<file path="config.mk">
export PLATFORM = sky130hd
export DESIGN_NAME = positional_list_engine
export DESIGN_NICKNAME = d
export VERILOG_FILES = /design/src/rtl/core/ple_pkg.sv /design/src/rtl/core/ple_ctrl.sv /design/src/rtl/core/ple_datapath.sv /design/src/rtl/core/positional_list_engine.sv
export SDC_FILE = /design/constraint.sdc
export NUM_CORES = 2
export LEC_CHECK = 0
export BUFFER_PORTS_ARGS = -buffer_cell sky130_fd_sc_hd__buf_2
export CAP_MARGIN = 20
export CORE_MARGIN = 4
export CORE_UTILIZATION = 50
export CTS_CLUSTER_SIZE = 20
export DETAILED_ROUTE_END_ITERATION = 10
export PLACE_DENSITY = 0.66
export SYNTH_ARGS = -nofsm -noshare
export SYNTH_HDL_FRONTEND = slang
export SYNTH_HIERARCHICAL = 1
export SYNTH_SLANG_ARGS = --single-unit
</file>
<file path="constraint.sdc">
create_clock -name aclk -period 20.5 [get_ports aclk]
set_clock_uncertainty 0.15 [all_clocks]
set_input_delay 1.025 -clock aclk [delete_from_list [all_inputs] [get_ports aclk]]
set_output_delay 1.025 -clock aclk [all_outputs]
set_load 0.01 [all_outputs]
</file>
<file path="src/rtl/core/ple_pkg.sv">
// ----------------------------------------------------------------------------
// ple_pkg
// Shared types, codes and default sizes of the positional list engine.
// ----------------------------------------------------------------------------
`timescale 1ns / 1ps

package ple_pkg;

    localparam int PLE_CAPACITY   = 32;
    localparam int PLE_DATA_WIDTH = 32;

    typedef enum logic [2:0] {
        MODE_PUSH_FRONT = 3'd0,
        MODE_PUSH_BACK  = 3'd1,
        MODE_POP_FRONT  = 3'd2,
        MODE_INSERT     = 3'd3,
        MODE_READ       = 3'd4
    } mode_t;

    typedef enum logic [1:0] {
        STAT_OK     = 2'd0,
        STAT_EMPTY  = 2'd1,
        STAT_BADPOS = 2'd2,
        STAT_FULL   = 2'd3
    } status_t;

    typedef enum logic {
        CS_IDLE = 1'b0,
        CS_HOLD = 1'b1
    } ctrl_state_t;

    typedef struct packed {
        logic apply;
        logic capture;
    } ctrl_cmd_t;

endpackage

</file>
<file path="src/rtl/core/ple_ctrl.sv">
// ----------------------------------------------------------------------------
// ple_ctrl
// Handshake controller: accepts a transfer, holds the result until taken.
// ----------------------------------------------------------------------------
`timescale 1ns / 1ps

module ple_ctrl
    import ple_pkg::*;
(
    input  logic      aclk,
    input  logic      aresetn,
    input  logic      s_valid,
    output logic      s_ready,
    output logic      m_valid,
    input  logic      m_ready,
    output ctrl_cmd_t cmd
);

    ctrl_state_t state_reg;
    ctrl_state_t state_next;
    logic        take;

    assign take = s_valid && s_ready;

    always_ff @(posedge aclk) begin
        if (!aresetn) begin
            state_reg <= CS_IDLE;
        end else begin
            state_reg <= state_next;
        end
    end

    always_comb begin
        state_next = state_reg;
        case (state_reg)
            CS_IDLE: begin
                if (s_valid) begin
                    state_next = CS_HOLD;
                end
            end
            CS_HOLD: begin
                if (m_ready && !s_valid) begin
                    state_next = CS_IDLE;
                end
            end
            default: begin
                state_next = CS_IDLE;
            end
        endcase
    end

    always_comb begin
        s_ready     = 1'b0;
        m_valid     = 1'b0;
        case (state_reg)
            CS_IDLE: begin
                s_ready = 1'b1;
            end
            CS_HOLD: begin
                s_ready = m_ready;
                m_valid = 1'b1;
            end
            default: begin
                s_ready = 1'b0;
            end
        endcase
        cmd.apply   = take;
        cmd.capture = take;
    end

endmodule

</file>
<file path="src/rtl/core/ple_datapath.sv">
// ----------------------------------------------------------------------------
// ple_datapath
// Register cell array that shifts or holds per cell, entry count, result.
// ----------------------------------------------------------------------------
`timescale 1ns / 1ps

module ple_datapath
    import ple_pkg::*;
#(
    parameter int CAPACITY   = PLE_CAPACITY,
    parameter int DATA_WIDTH = PLE_DATA_WIDTH
) (
    input  logic               aclk,
    input  logic               aresetn,
    input  ctrl_cmd_t          cmd,
    input  logic [2:0]         s_mode,
    input  logic [5:0]         s_position,
    input  logic signed [31:0] s_value,
    output logic [1:0]         m_status,
    output logic signed [31:0] m_read_value,
    output logic [5:0]         m_entry_count
);

    localparam int IW = (CAPACITY > 1) ? $clog2(CAPACITY) : 1;
    localparam int CW = $clog2(CAPACITY + 1);
    localparam int PW = (IW > 6) ? IW : 6;
    localparam int MW = ((CW > 6) ? CW : 6) + 1;

    logic [DATA_WIDTH-1:0] cells_reg  [CAPACITY];
    logic [DATA_WIDTH-1:0] cells_next [CAPACITY];
    logic [CW-1:0]         count_reg;
    logic [CW-1:0]         count_next;

    logic [1:0]            status_reg;
    logic signed [31:0]    rd_reg;
    logic [5:0]            cnt_out_reg;

    logic [DATA_WIDTH-1:0] val_store;
    logic [PW-1:0]         pos_m1;
    logic [IW-1:0]         pos_idx;
    logic [MW-1:0]         pos_w;
    logic [MW-1:0]         cnt_w;
    logic                  full;
    logic                  bad_ins;
    logic                  bad_rd;
    logic                  do_ins;
    logic                  do_pop;
    logic [IW-1:0]         ins_idx;
    status_t               status_next;
    logic signed [31:0]    rd_next;

    assign val_store = DATA_WIDTH'($unsigned(s_value));
    assign pos_m1    = PW'(s_position) - PW'(1);
    assign pos_idx   = pos_m1[IW-1:0];
    assign pos_w     = MW'(s_position);
    assign cnt_w     = MW'(count_reg);
    assign full      = (count_reg == CW'(CAPACITY));
    assign bad_ins   = (s_position == 6'd0) || (pos_w > cnt_w + MW'(1));
    assign bad_rd    = (s_position == 6'd0) || (pos_w > cnt_w);

    always_comb begin
        status_next = STAT_OK;
        do_ins      = 1'b0;
        do_pop      = 1'b0;
        ins_idx     = '0;
        rd_next     = '0;
        case (mode_t'(s_mode))
            MODE_PUSH_FRONT: begin
                if (full) begin
                    status_next = STAT_FULL;
                end else begin
                    do_ins = 1'b1;
                end
            end
            MODE_PUSH_BACK: begin
                if (full) begin
                    status_next = STAT_FULL;
                end else begin
                    do_ins  = 1'b1;
                    ins_idx = count_reg[IW-1:0];
                end
            end
            MODE_POP_FRONT: begin
                if (count_reg == '0) begin
                    status_next = STAT_EMPTY;
                end else begin
                    do_pop = 1'b1;
                end
            end
            MODE_INSERT: begin
                if (bad_ins) begin
                    status_next = STAT_BADPOS;
                end else if (full) begin
                    status_next = STAT_FULL;
                end else begin
                    do_ins  = 1'b1;
                    ins_idx = pos_idx;
                end
            end
            MODE_READ: begin
                if (bad_rd) begin
                    status_next = STAT_BADPOS;
                end else begin
                    rd_next = 32'(cells_reg[pos_idx]);
                end
            end
            default: begin
                status_next = STAT_OK;
            end
        endcase
    end

    always_comb begin
        count_next = count_reg;
        if (do_ins) begin
            count_next = count_reg + CW'(1);
        end else if (do_pop) begin
            count_next = count_reg - CW'(1);
        end
    end

    for (genvar i = 0; i < CAPACITY; i++) begin : g_cell
        logic [DATA_WIDTH-1:0] prev_cell;
        logic [DATA_WIDTH-1:0] succ_cell;

        if (i == 0) begin : g_first
            assign prev_cell = cells_reg[i];
        end else begin : g_rest
            assign prev_cell = cells_reg[i-1];
        end

        if (i == CAPACITY - 1) begin : g_last
            assign succ_cell = cells_reg[i];
        end else begin : g_inner
            assign succ_cell = cells_reg[i+1];
        end

        always_comb begin
            cells_next[i] = cells_reg[i];
            if (do_ins) begin
                if (ins_idx == IW'(i)) begin
                    cells_next[i] = val_store;
                end else if (ins_idx < IW'(i)) begin
                    cells_next[i] = prev_cell;
                end
            end else if (do_pop) begin
                cells_next[i] = succ_cell;
            end
        end

        always_ff @(posedge aclk) begin
            if (cmd.apply) begin
                cells_reg[i] <= cells_next[i];
            end
        end
    end

    always_ff @(posedge aclk) begin
        if (!aresetn) begin
            count_reg <= '0;
        end else if (cmd.apply) begin
            count_reg <= count_next;
        end
    end

    always_ff @(posedge aclk) begin
        if (cmd.capture) begin
            status_reg  <= status_next;
            rd_reg      <= rd_next;
            cnt_out_reg <= 6'(count_next);
        end
    end

    assign m_status      = status_reg;
    assign m_read_value  = rd_reg;
    assign m_entry_count = cnt_out_reg;

endmodule

</file>
<file path="src/rtl/core/positional_list_engine.sv">
// Result: valid in the cycle after its input transfer.
// Throughput: one item per cycle while m_ready stays high; every cell of the
// register array shifts or holds on each transfer. A waiting result holds off
// the input, and the next transfer lands in the cycle the result is taken.
// Reset: aresetn (synchronous) clears the entry count and output valid;
// cell contents are not cleared.
// ----------------------------------------------------------------------------
// positional_list_engine
// Bounded ordered list with push, pop, positional insert and positional read.
// ----------------------------------------------------------------------------
`timescale 1ns / 1ps

module positional_list_engine
    import ple_pkg::*;
#(
    parameter int CAPACITY   = PLE_CAPACITY,
    parameter int DATA_WIDTH = PLE_DATA_WIDTH
) (
    input  logic               aclk,
    input  logic               aresetn,
    input  logic               s_valid,
    output logic               s_ready,
    input  logic [2:0]         s_mode,
    input  logic [5:0]         s_position,
    input  logic signed [31:0] s_value,
    output logic               m_valid,
    input  logic               m_ready,
    output logic [1:0]         m_status,
    output logic signed [31:0] m_read_value,
    output logic [5:0]         m_entry_count
);

    ctrl_cmd_t cmd;

    ple_ctrl u_ctrl (
        .aclk    (aclk),
        .aresetn (aresetn),
        .s_valid (s_valid),
        .s_ready (s_ready),
        .m_valid (m_valid),
        .m_ready (m_ready),
        .cmd     (cmd)
    );

    ple_datapath #(
        .CAPACITY   (CAPACITY),
        .DATA_WIDTH (DATA_WIDTH)
    ) u_datapath (
        .aclk          (aclk),
        .aresetn       (aresetn),
        .cmd           (cmd),
        .s_mode        (s_mode),
        .s_position    (s_position),
        .s_value       (s_value),
        .m_status      (m_status),
        .m_read_value  (m_read_value),
        .m_entry_count (m_entry_count)
    );

endmodule

</file>
==> metrics <==
run status completed; FP Rows roughly 130; Synth area leaders edfxtp_1 51%, mux4_2 12%, a21oi_1 4.5%, o21ai_0 4.3%, nor2_1 4.2%; final net count about 5500; Hold WC Path Type reg2reg; delay-heaviest family, CP buffers and inverters; hold_buf cts 0; Max FO, Critical Path 91; CP max stage cell buf_4; Core Footprint between 100000 and 150000 sq um; final RePlAce weighted congestion just under 0.9; maximum capacitance violations 0; worst slew pin tran about 1.2 ns; H-tree depth reported by CTS 3; Worst-path clk slew approximately 0.060 ns; Worst EP arrival 7.90 ns; Vias/cell roughly 7.5; Async S/R FF share, synth 0%; die height roughly 360 microns; Post-synth EDFFs around 1100; cells along the critical path inv_1 -> nor3_1 -> nand3_1 -> xnor2_1 -> ha_1 -> a21oi_1 -> nand3_1 -> a21oi_4 -> buf_4 -> buf_4 -> buf_4 -> buf_4 -> o211ai_1 -> o211ai_1; Post-Synthesis Cells between 5000 and 6000; Worst EP required roughly 21 ns; sw frac between 20 and 30%; internal reg-to-reg setup slack between 10 and 15 ns; crit end category flop; routed length per instance between 30 and 40 microns; critical path's largest stage delay 0.87 ns; largest net degree at the start of global routing 230; Starting Density between 50% and 60%; top cell type's share of synthesized area between 50% and 60%; final setup fails 0; worst hold slack approximately 0.35 ns; Critical R2R Capture u_datapath/cells_reg[5][28]$_DFFE_PP_; max reg flops about 1000; Setup TNS 0 ns; P_leak 0.0238 uW; Die X roughly 360 microns; reg2reg path depth 14; Avg Synthesized Cell Area between 10 and 15 sq um; IO Pins 87; maximum VDD drop between 0.08 and 0.09 mV; first-pass GRT wire length ~350000 microns; clock power share between 30% and 40%; clk root buf clkbuf_16; Area Overhead vs Synth 8.66%; vias 53600; total wire length about 240000 microns; unrepaired setup endpoints after global routing false; vias in the first global route just over 50000; combinational fraction of design power 16.8%; antenna-violating nets left 0; most used cell, CP buf_4; 1st-pass router iterations 9; share of cells above drive strength 1 ~15%; Power Density between 80 and 90 nW/um^2; Synth Net Count ~5800; crit path time final approximately 7.5 ns; antenna violations before repair 12; WHS Path Cells 2; HP Start u_ctrl/state_reg$_SDFF_PN0_; Mapped Area ~62000 sq um; Fin. Hold Viols 0; Clock Latency Late Sink approximately 0.74 ns; full die area about 130000 sq um; sw power between 1500 and 2000 uW; Buffers on Ports between 80 and 90; postcts setup bufs 0; drt drc 0; CTS tree built; GRT Total Usage roughly 36%; Final Cycle Share between 30% and 40%; Clock Sinks roughly 1100; Worst Hold End u_ctrl/state_reg$_SDFF_PN0_; Max Fclk roughly 0.13 GHz; Final Max Tran Viols 0; ys flop type edfxtp_1; yosys warns 6; reg2reg start u_datapath/count_reg[2]$_SDFFE_PN0P_; Int Pwr 4150 uW; share of power burned in registers a little under half; Worst Setup Path Type reg2reg; Startpoint Class flop; HPWL after DPL between 100000 and 150000 microns; TritonCTS Buffers roughly 120; Critical path buffers and inverters 5; post_cts resized 0; Relative slew margins about a fifth; leading area contributor after synthesis edfxtp_1; #FFs+latches synth ~1100; grt total ovfl 0; DRT iter0 DRCs 9996; Seq/Total Area, Yosys between 50% and 60%; Max Buffers Root-to-Sink 3; Netlist cell types between 60 and 70
[area by class of cell]
class | count | area [sq um]
Tap cell | 1637 | 2050
Fill cell | 10500 | 56100
Multi-Input combinational cell | 3992 | 28300
Inverter | 14 | 52.6
Clock buffer | 148 | 3120
Sequential cell | 1071 | 32100
Antenna cell | 6 | 15.0
Timing Repair Buffer | 224 | 1540
Clock inverter | 68 | 648
[cells by family (layout without fill, tap and decap cells)]
group	count (synthesis)	count (layout)	synth area share (%)
compound gates	1872	1872	18.0
flops	1071	1071	51.4
buf+inv	652	454	4.33
simple gates	1483	1483	9.56
mux	604	604	16.2
fa+ha+maj	16	16	0.321
xor+xnor	17	17	0.238
other cells	0	6	0
[layer usage]
layer  GRT usage (%)  vias to the layer above  wire, microns
li1                -                    21400              -
met4            18.4                        4          15100
met5               0                        -             26
met2            53.1                     5183         105000
met1            47.4                    25900          83800
met3            13.1                     1082          40400
[worst max-delay path by stage]
stage                     cells after the start  slack (ns)                                     to                            startpoint
after floorplan                              14       13.13   u_datapath/cells_reg[8][0]$_DFFE_PP_                         s_position[0]
after global placement                       13       13.08  u_datapath/cells_reg[5][28]$_DFFE_PP_                         s_position[0]
after detailed placement                     13       12.99  u_datapath/cells_reg[5][18]$_DFFE_PP_                         s_position[0]
after CTS                                    14       13.32  u_datapath/cells_reg[5][26]$_DFFE_PP_  u_datapath/count_reg[2]$_SDFFE_PN0P_
after global routing                         14       12.67  u_datapath/cells_reg[5][28]$_DFFE_PP_  u_datapath/count_reg[2]$_SDFFE_PN0P_
final                                        14       13.01  u_datapath/cells_reg[5][28]$_DFFE_PP_  u_datapath/count_reg[2]$_SDFFE_PN0P_
[worst reg2reg max path: cells and delay by family, from the launching register on]
family / cells / cell delay, ns
buffers and inverters: 5 / 3.62
AO/OA/AOI/OAI: 4 / 1.56
AND/OR/NAND/NOR: 3 / 0.95
flip-flops: 1 / 0.57
adder cells (fa/ha/maj): 1 / 0.27
XOR/XNOR: 1 / 0.21
[synth_stat cells (all sizes together) (3+ instances only)]
cell type  instances
a211oi             5
a21boi             3
a21o               6
a21oi            565
a221o            159
a221oi             3
a2bb2oi            3
a31oi            395
and2               7
and3               3
buf              206
clkbuf           432
dfxtp              7
edfxtp          1064
ha                16
inv               14
mux2              32
mux2i            252
mux4             320
nand2            629
nand2b             3
nand3             93
nand4             15
nor2             700
nor3              14
nor3b              4
nor4               5
o211ai           164
o21a               3
o21ai            551
or2                3
xnor2             15
[power groups by stage]
| stage | registers, uW | logic, uW | clock network [uW] |
|---|---|---|---|
| after detailed placement | 2750 | 937 | 0 |
| after global routing | 2720 | 1020 | 2240 |
| final | 2710 | 980 | 2140 |
| after CTS | 2700 | 939 | 2140 |
| after global placement | 2750 | 916 | 0 |
| after floorplan | 2710 | 637 | 0 |
[metrics by stage]
step / cells / total power [uW] / utilization [%] / cell area (sq um) / setup slack [ns]
floorplan: 5715 / 3350 / - / 62500 / 13.13
global placement: 6935 / 3660 / 51.6 / 64000 / 13.08
detailed placement: 6936 / 3690 / 51.7 / 64000 / 12.99
CTS: 7152 / 5790 / 54.7 / 67800 / 13.32
global route: 7157 / 5980 / 54.7 / 67900 / 12.67
finish: 7160 / 5830 / 54.7 / 67900 / 13.01
[cell usage in the layout, fill, tap and decap left out, drive strengths merged, types with 10 or more instances in the layout]
cell type | synthesis | final
edfxtp | 1064 | 1064
nor2 | 700 | 700
nand2 | 629 | 629
a21oi | 565 | 565
o21ai | 551 | 551
a31oi | 395 | 395
mux4 | 320 | 320
mux2i | 252 | 252
buf | 206 | 224
o211ai | 164 | 164
a221o | 159 | 159
clkbuf | 432 | 148
nand3 | 93 | 93
clkinv | 0 | 52
mux2 | 32 | 32
ha | 16 | 16
inv | 14 | 16
nand4 | 15 | 15
xnor2 | 15 | 15
nor3 | 14 | 14
bufinv | 0 | 10
No activity file was read; power rests on OpenSTA's default activity.
